`src/rtl/core/dictionary_3bit_packer_top_macros.svh`:
```
// Assertion macros for the dictionary 3-bit packer.
`ifndef DICTIONARY_3BIT_PACKER_TOP_MACROS_SVH
`define DICTIONARY_3BIT_PACKER_TOP_MACROS_SVH

`ifndef ASSERT_OFF

// Same-cycle implication, checked outside reset.
`define D3BP_ASSERT_IMPLY(label, clk, rst, ante, cons) \
  label: assert property (@(posedge clk) disable iff (rst) (ante) |-> (cons)) \
    else $error("assertion failed");

// Next-cycle implication, checked outside reset.
`define D3BP_ASSERT_NEXT(label, clk, rst, ante, cons) \
  label: assert property (@(posedge clk) disable iff (rst) (ante) |=> (cons)) \
    else $error("assertion failed");

`else

`define D3BP_ASSERT_IMPLY(label, clk, rst, ante, cons)
`define D3BP_ASSERT_NEXT(label, clk, rst, ante, cons)

`endif

`endif

```
`src/rtl/core/d3bp_pkg.sv`:
```
// Package with constants and helper functions for the dictionary 3-bit packer.
`timescale 1ns / 1ps

package d3bp_pkg;

  localparam int CHAR_W      = 8;
  localparam int CODE_W      = 3;
  localparam int DICT_SIZE   = 7;
  localparam int DICT_W      = DICT_SIZE * CHAR_W;
  localparam int CFG_INDEX_W = 1;

  // Configuration register indexes.
  localparam logic [CFG_INDEX_W-1:0] CFG_DICT_CHARS = 1'd0;
  localparam logic [CFG_INDEX_W-1:0] CFG_DICT_COUNT = 1'd1;

  localparam logic [CHAR_W-1:0] NEWLINE_CHAR = 8'd10;
  localparam logic [CODE_W-1:0] DICT_COUNT_RESET = 3'd7;

  // Slot positions within the three-byte group of eight codes.
  localparam logic [2:0] PHASE_BYTE0_HI  = 3'd0;
  localparam logic [2:0] PHASE_BYTE0_MID = 3'd1;
  localparam logic [2:0] PHASE_SPLIT_A   = 3'd2;
  localparam logic [2:0] PHASE_BYTE1_HI  = 3'd3;
  localparam logic [2:0] PHASE_BYTE1_MID = 3'd4;
  localparam logic [2:0] PHASE_SPLIT_B   = 3'd5;
  localparam logic [2:0] PHASE_BYTE2_HI  = 3'd6;
  localparam logic [2:0] PHASE_BYTE2_END = 3'd7;

  // Bits that a newline sets to one for the rest of the current slot.
  function automatic logic [CHAR_W-1:0] fill_mask(input logic [2:0] phase);
    logic [CHAR_W-1:0] mask;
    case (phase)
      PHASE_BYTE0_HI:  mask = 8'hE0;
      PHASE_BYTE0_MID: mask = 8'h1C;
      PHASE_SPLIT_A:   mask = 8'h03;
      PHASE_BYTE1_HI:  mask = 8'h70;
      PHASE_BYTE1_MID: mask = 8'h0E;
      PHASE_SPLIT_B:   mask = 8'h01;
      PHASE_BYTE2_HI:  mask = 8'h38;
      PHASE_BYTE2_END: mask = 8'h07;
      default:         mask = 8'h00;
    endcase
    return mask;
  endfunction

endpackage

```
`src/rtl/core/dictionary_3bit_packer_top.sv`:
```
// Top level of the dictionary 3-bit packer: lookup, bit packing and output register.
//
// Usage: one character enters per transaction on char_in (in_valid/in_ready).
// Each character is matched against up to seven dictionary bytes held in
// cfg register 0, limited to the first dictionary_count entries (register 1);
// the lowest matching index wins and an unmatched character codes as 0.
// Codes are packed MSB first, eight codes to three bytes; each completed
// byte leaves as one transaction on packed_byte/last_byte (out_valid/out_ready).
// A newline pads the current slot with ones, sends that byte with last_byte
// set and restarts the group.
// A character that completes a byte is held in the input register; its byte then
// moves to the output register, raising out_valid. The combinational compare and
// pack step between them passes one character per cycle while the output is free.
// When the receiver stalls, the output register holds its byte and the input
// register keeps taking characters that produce no byte; one that would
// produce a byte waits there, and in_ready falls until the output frees up.
// Reset (rst, synchronous) empties both registers, clears the packing state and
// sets the dictionary to all zero bytes with a count of seven. The user must write
// configuration only while no transaction is in flight; the block does not check.
`timescale 1ns / 1ps

`include "dictionary_3bit_packer_top_macros.svh"

module dictionary_3bit_packer_top (
  input  logic                                 clk,
  input  logic                                 rst,
  input  logic                                 cfg_we,
  input  logic [d3bp_pkg::CFG_INDEX_W-1:0]     cfg_index,
  input  logic [d3bp_pkg::DICT_W-1:0]          cfg_data,
  input  logic                                 in_valid,
  output logic                                 in_ready,
  input  logic [d3bp_pkg::CHAR_W-1:0]          char_in,
  output logic                                 out_valid,
  input  logic                                 out_ready,
  output logic [d3bp_pkg::CHAR_W-1:0]          packed_byte,
  output logic                                 last_byte
);
  import d3bp_pkg::*;

  logic [DICT_W-1:0]     dict_chars;
  logic [CODE_W-1:0]     dict_count;
  logic                  s1_valid;
  logic [CHAR_W-1:0]     s1_char;
  logic [2:0]            slot_phase;
  logic [2:0]            slot_phase_next;
  logic [CHAR_W-1:0]     partial_byte;
  logic [CHAR_W-1:0]     partial_byte_next;
  logic [CHAR_W-1:0]     byte_out;
  logic [CODE_W-1:0]     code;
  logic [CHAR_W-1:0]     code8;
  logic                  is_newline;
  logic                  emit;
  logic                  out_free;
  logic                  s1_go;

  // Configuration registers.
  always_ff @(posedge clk) begin
    if (rst) begin
      dict_chars <= '0;
      dict_count <= DICT_COUNT_RESET;
    end else if (cfg_we) begin
      case (cfg_index)
        CFG_DICT_CHARS: dict_chars <= cfg_data;
        CFG_DICT_COUNT: dict_count <= cfg_data[CODE_W-1:0];
        default: ;
      endcase
    end
  end

  // Parallel dictionary compare; the lowest matching index wins.
  always_comb begin
    code = '0;
    for (int k = DICT_SIZE - 1; k >= 0; k--) begin
      if ((CODE_W'(k) < dict_count) && (dict_chars[k*CHAR_W +: CHAR_W] == s1_char)) begin
        code = CODE_W'(k);
      end
    end
  end

  assign code8      = {{(CHAR_W-CODE_W){1'b0}}, code};
  assign is_newline = (s1_char == NEWLINE_CHAR);

  // Place the code in its slot and decide whether a byte completes.
  always_comb begin
    partial_byte_next = partial_byte;
    byte_out          = partial_byte;
    emit              = 1'b0;
    slot_phase_next   = slot_phase + 3'd1;
    if (is_newline) begin
      byte_out          = partial_byte | fill_mask(slot_phase);
      partial_byte_next = '0;
      slot_phase_next   = PHASE_BYTE0_HI;
      emit              = 1'b1;
    end else begin
      case (slot_phase)
        PHASE_BYTE0_HI:  partial_byte_next = partial_byte | (code8 << 5);
        PHASE_BYTE0_MID: partial_byte_next = partial_byte | (code8 << 2);
        PHASE_SPLIT_A: begin
          byte_out          = partial_byte | (code8 >> 1);
          partial_byte_next = {code[0], 7'b0};
          emit              = 1'b1;
        end
        PHASE_BYTE1_HI:  partial_byte_next = partial_byte | (code8 << 4);
        PHASE_BYTE1_MID: partial_byte_next = partial_byte | (code8 << 1);
        PHASE_SPLIT_B: begin
          byte_out          = partial_byte | (code8 >> 2);
          partial_byte_next = {code[1:0], 6'b0};
          emit              = 1'b1;
        end
        PHASE_BYTE2_HI:  partial_byte_next = partial_byte | (code8 << 3);
        PHASE_BYTE2_END: begin
          byte_out          = partial_byte | code8;
          partial_byte_next = '0;
          emit              = 1'b1;
        end
        default: ;
      endcase
    end
  end

  // Handshake: the input stage moves on unless it holds a byte with nowhere to go.
  assign out_free = !out_valid || out_ready;
  assign s1_go    = s1_valid && (!emit || out_free);
  assign in_ready = !s1_valid || s1_go;

  // Input register.
  always_ff @(posedge clk) begin
    if (rst) begin
      s1_valid <= 1'b0;
    end else if (in_ready) begin
      s1_valid <= in_valid;
    end
  end

  always_ff @(posedge clk) begin
    if (in_ready && in_valid) begin
      s1_char <= char_in;
    end
  end

  // Packing state.
  always_ff @(posedge clk) begin
    if (rst) begin
      slot_phase   <= PHASE_BYTE0_HI;
      partial_byte <= '0;
    end else if (s1_go) begin
      slot_phase   <= slot_phase_next;
      partial_byte <= partial_byte_next;
    end
  end

  // Output register.
  always_ff @(posedge clk) begin
    if (rst) begin
      out_valid <= 1'b0;
    end else if (out_free) begin
      out_valid <= s1_go && emit;
    end
  end

  always_ff @(posedge clk) begin
    if (out_free && s1_go && emit) begin
      packed_byte <= byte_out;
      last_byte   <= is_newline;
    end
  end

  // A newline always returns the packer to the start of a group.
  `D3BP_ASSERT_NEXT(a_newline_restarts, clk, rst, s1_go && is_newline, slot_phase == PHASE_BYTE0_HI && partial_byte == '0)
  // A byte without the last mark completes only at the byte-closing slots.
  `D3BP_ASSERT_IMPLY(a_emit_phase, clk, rst, s1_go && emit && !is_newline, slot_phase == PHASE_SPLIT_A || slot_phase == PHASE_SPLIT_B || slot_phase == PHASE_BYTE2_END)
  // At the start of a group no bits are pending.
  `D3BP_ASSERT_IMPLY(a_group_start_empty, clk, rst, slot_phase == PHASE_BYTE0_HI, partial_byte == '0)
  // The input side stalls only while a character waits in the input register.
  `D3BP_ASSERT_IMPLY(a_stall_has_item, clk, rst, !in_ready, s1_valid && emit && out_valid)

endmodule
```
`config.mk`:
```
export PLATFORM = sky130hd
export DESIGN_NAME = dictionary_3bit_packer_top
export DESIGN_NICKNAME = d
export VERILOG_FILES = /design/src/rtl/core/d3bp_pkg.sv /design/src/rtl/core/dictionary_3bit_packer_top.sv
export VERILOG_INCLUDE_DIRS = /design/src /design/src/rtl/core
export SDC_FILE = /design/constraint.sdc
export NUM_CORES = 1
export LEC_CHECK = 0
export ABC_AREA = 1
export BUFFER_PORTS_ARGS = -buffer_cell sky130_fd_sc_hd__buf_2
export CAP_MARGIN = 0
export CORE_MARGIN = 2
export CORE_UTILIZATION = 45
export DETAILED_ROUTE_END_ITERATION = 10
export PLACE_DENSITY_LB_ADDON = 0.08
export SLEW_MARGIN = 10
export SYNTH_ARGS = -nofsm -noshare
export SYNTH_HDL_FRONTEND = slang
export SYNTH_SLANG_ARGS = --single-unit
```
`constraint.sdc`:
```
create_clock -name clk -period 2.4 [get_ports clk]
set_clock_uncertainty 0.05 [all_clocks]
set_input_delay 0.36 -clock clk [delete_from_list [all_inputs] [get_ports clk]]
set_output_delay 0.36 -clock clk [all_outputs]
set_load 0.05 [all_outputs]
```
==> metrics.md <==
| Metric | Value |
|---|---|
| Worst setup EP type | flop |
| CP Class | flop to flop |
| Most frequent cells in the layout | nand2_1 (218), inv_1 (94), nor2_1 (90), buf_2 (79), dfxtp_1 (77) |
| Area Growth Syn to Fin | 22.5% |
| CTS sink count | 96 |
| H-tree depth | 3 |
| Synth cell types | 36 |
| F_max | 440 MHz |
| Most common cell after layout, fill and taps aside | nand2_1 |
| Tmin final | 2270 ps |
| Power Dens Cells | 602 mW/mm2 |
| WP buf/inv | 4 |
| Skew-Pair Late Insertion Delay | 360 ps |
| Syn Area/Cell | 6.70 um2 |
| Status | finished, final reports clean |
| TritonRoute pass-1 iters | 7 |
| R2R Setup Slk | 130 ps |
| Reg2Reg Launch Point | slot_phase[0] |
| Critical path's largest stage delay | 340 ps |
| GRT overflow | 0 |
| Final instance area | 0.00631 mm2 |
| CP Launch Type | flop |
| Placed inst area | 0.00590 mm2 |
| Lkg Pwr | 3.06 nW |
| Share of cells above drive strength 1 | 19.8% |
| CTS tree | done |
| GRT Total Usage | 24.3% |
| Row cnt | 39 |
| Slew @ Worst Pin | 676 ps |
| Die X | 111 um |
| HP Start | char_in[3] |
| PortBufs | 80 |
| Ant diodes | 0 |
| Post-synthesis cell count | 770 |
| Gpl congestion | 0.955 |
| Wire per inst | 14.1 um |
| WHS | 122 ps |
| Via/cell ratio | 5.10 |
| Hold EP | s1_char[3] |
| Fin nets | 953 |
| Initial antenna violation count | 0 |
| Util after Layout | 55.8% |
| Detailed placement HPWL | 10800 um |
| Max FO, Critical Path | 5 |
| Sequential area share after synthesis | 40.6% |
| Chip Height | 111 um |
| CTS root buf | clkbuf_16 |
| Clock transition at path regs | 70 ps |
| Global-route wire length before repair | 23800 um |
| Core area | 0.0113 mm2 |
| Tcrit/Tclk final | 94.6% |
| Reg2Reg Depth | 15 |
| Die area | 0.0123 mm2 |
| Hold-fix buffers, CTS | 0 |
| Worst path arrival time | 2510 ps |
| CP cell instances | inv_1 > ha_1 > nand2_1 > inv_2 > nor2_4 > nand2_2 > nand2_2 > nand2_4 > inv_4 > nor2_1 > a31oi_1 > nor2_2 > ha_4 > inv_1 > o21ai_0 |
| WP data required | 2640 ps |
| Initial Utilization | 45.5% |
| First DRT Iteration DRCs | 316 |
| Worst hold-check path type | input pin to flop |
| Seq cells post-synth | 96 |
| Post-DRT Antenna Nets | 0 |
| Via count | 5213 |
| Max Cap Violations | 0 |
| Detailed Route WL | 14500 um |
| Hold Path Depth | 1 |
| Slew margin rel. | 54.3% |
| Worst-case clock buffer depth | 2 |
| Num CTS Buffers | 9 |
| Final Setup Violations | 0 |
| # DRC | 0 |
| Maximum vdd drop | 0.000505 V |
| Synth warn | 0 |
| Hold Vio Cnt, Final | 0 |
| I/O Pins | 81 |
| Crit-path slowest cell | dfxtp_2 |
| Max-slew violation count | 0 |
| Mapped cell area | 0.00516 mm2 |
| Vias in the first global route | 4924 |
| Top delay family on crit path | simple AND/OR/NAND/NOR gates |
| Mapped Nets | 848 |
| Largest net degree at the start of global routing | 63 |
## metrics by stage
| step | setup WS (ps) | total power, W | TNS [ps] | instances |
|---|---|---|---|---|
| after floorplan | 124 | 0.00218 | 0 | 770 |
| after global placement | 99.2 | 0.00237 | 0 | 1002 |
| after detailed placement | 62.3 | 0.00238 | 0 | 1002 |
| after CTS | 11.5 | 0.00381 | 0 | 1018 |
| after global routing | -39.5 | 0.00399 | -60.6 | 1023 |
| final | 129 | 0.00380 | 0 | 1023 |
## area by class of cell
cell class,instances,area [um2]
Fill cell,1121,5010
Multi-Input combinational cell,544,2610
Sequential cell,96,2090
Timing Repair Buffer,120,732
Inverter,104,399
Clock buffer,9,225
Tap cell,143,179
Clock inverter,7,72.6
## how the worst max path moves through the flow
stage                              from              to  slack [ps]  cells after the start
after floorplan           slot_phase[0]            flop         120                     15
after global placement       s1_char[5]  packed_byte[2]         100                     10
after detailed placement  slot_phase[1]            flop          60                     15
after CTS                 slot_phase[1]        in_ready          10                      9
after global routing         s1_char[0]            flop         -40                     14
final                     slot_phase[0]            flop         130                     15
## kinds of logic after synthesis
kind of cell | count (synthesis) | share of synthesized area (%)
xor gates and xnor gates | 11 | 1.87
adders and majority gates | 8 | 1.94
AOI/OAI and AO/OA | 146 | 15.0
and+or+nand+nor | 379 | 30.6
buffers and inverters | 130 | 10.1
DFF | 96 | 40.6
## metal layers
layer / part of all wire (%) / vias up / routed length [um] / GRT usage [%]
li1: - / 2655 / - / -
met1: 48 / 2355 / 7000 / 33.6
met2: 42 / 172 / 6050 / 37.1
met3: 7.2 / 31 / 1040 / 5.25
met4: 2.6 / 0 / 371 / 9.55
met5: 0 / - / 0 / 0
## sequential cells by signal, indices dropped and copies added (netlist names), named ones only
register      count
out_valid         1
dict_chars       56
last_byte         1
s1_valid          1
packed_byte       8
partial_byte      7
s1_char           8
slot_phase        3
dict_count        3
## synth_stat cells
cell       instances  area share, %
edfxtp_1          17            9.9
nand3b_1           1           0.15
a21oi_2            1           0.17
nand4_1            7           0.85
clkbuf_1          18            1.3
xor2_1             7            1.2
nor4_4             2           0.83
nand2_4            1           0.22
nand2_2            4           0.49
nor3b_1            3           0.44
inv_2              4           0.29
o311ai_0           2           0.34
o2111ai_1          1           0.17
nor2_2             2           0.24
a21oi_1           56            5.4
nor3_2             1           0.19
a31oi_1            1           0.12
nand3_1           33            3.2
o21ai_0           76            7.4
o41ai_1            1           0.17
o21ai_1            2           0.19
and3_1             2           0.24
buf_1              1          0.073
and3b_1            1           0.17
dfxtp_1           79             31
o22ai_1            1           0.12
ha_1               8            1.9
xnor2_1            4           0.68
nor3_1             4           0.39
inv_4              2           0.24
o211ai_1           4           0.58
inv_1             98            7.1
buf_4              7            1.0
nand2_1          222             16
nor2_1            96            7.0
o21ai_4            1           0.32
## where the power goes
group	switching, W	total, W	internal (W)
Sequential	0.0000582	0.00179	0.00173
Clock	0.000701	0.00144	0.000736
Combinational	0.000355	0.000581	0.000226
## what timing repair did
item                                    in CTS  in global routing
pin swaps                                    0                  3
resized for setup                            3                 25
endpoints found under the setup margin       1                 17
setup buffers                                0                  5
## worst reg2reg max path, cell delays in order, from the launching register on
cell and delay [ps]:
dfxtp_2 340, inv_1 110, ha_1 230, nand2_1 160, inv_2 90, nor2_4 100, nand2_2 80, nand2_2 80
nand2_4 70, inv_4 80, nor2_1 40, a31oi_1 210, nor2_2 110, ha_4 280, inv_1 40, o21ai_0 140
Note: power is estimated with default switching activity, not from simulation.
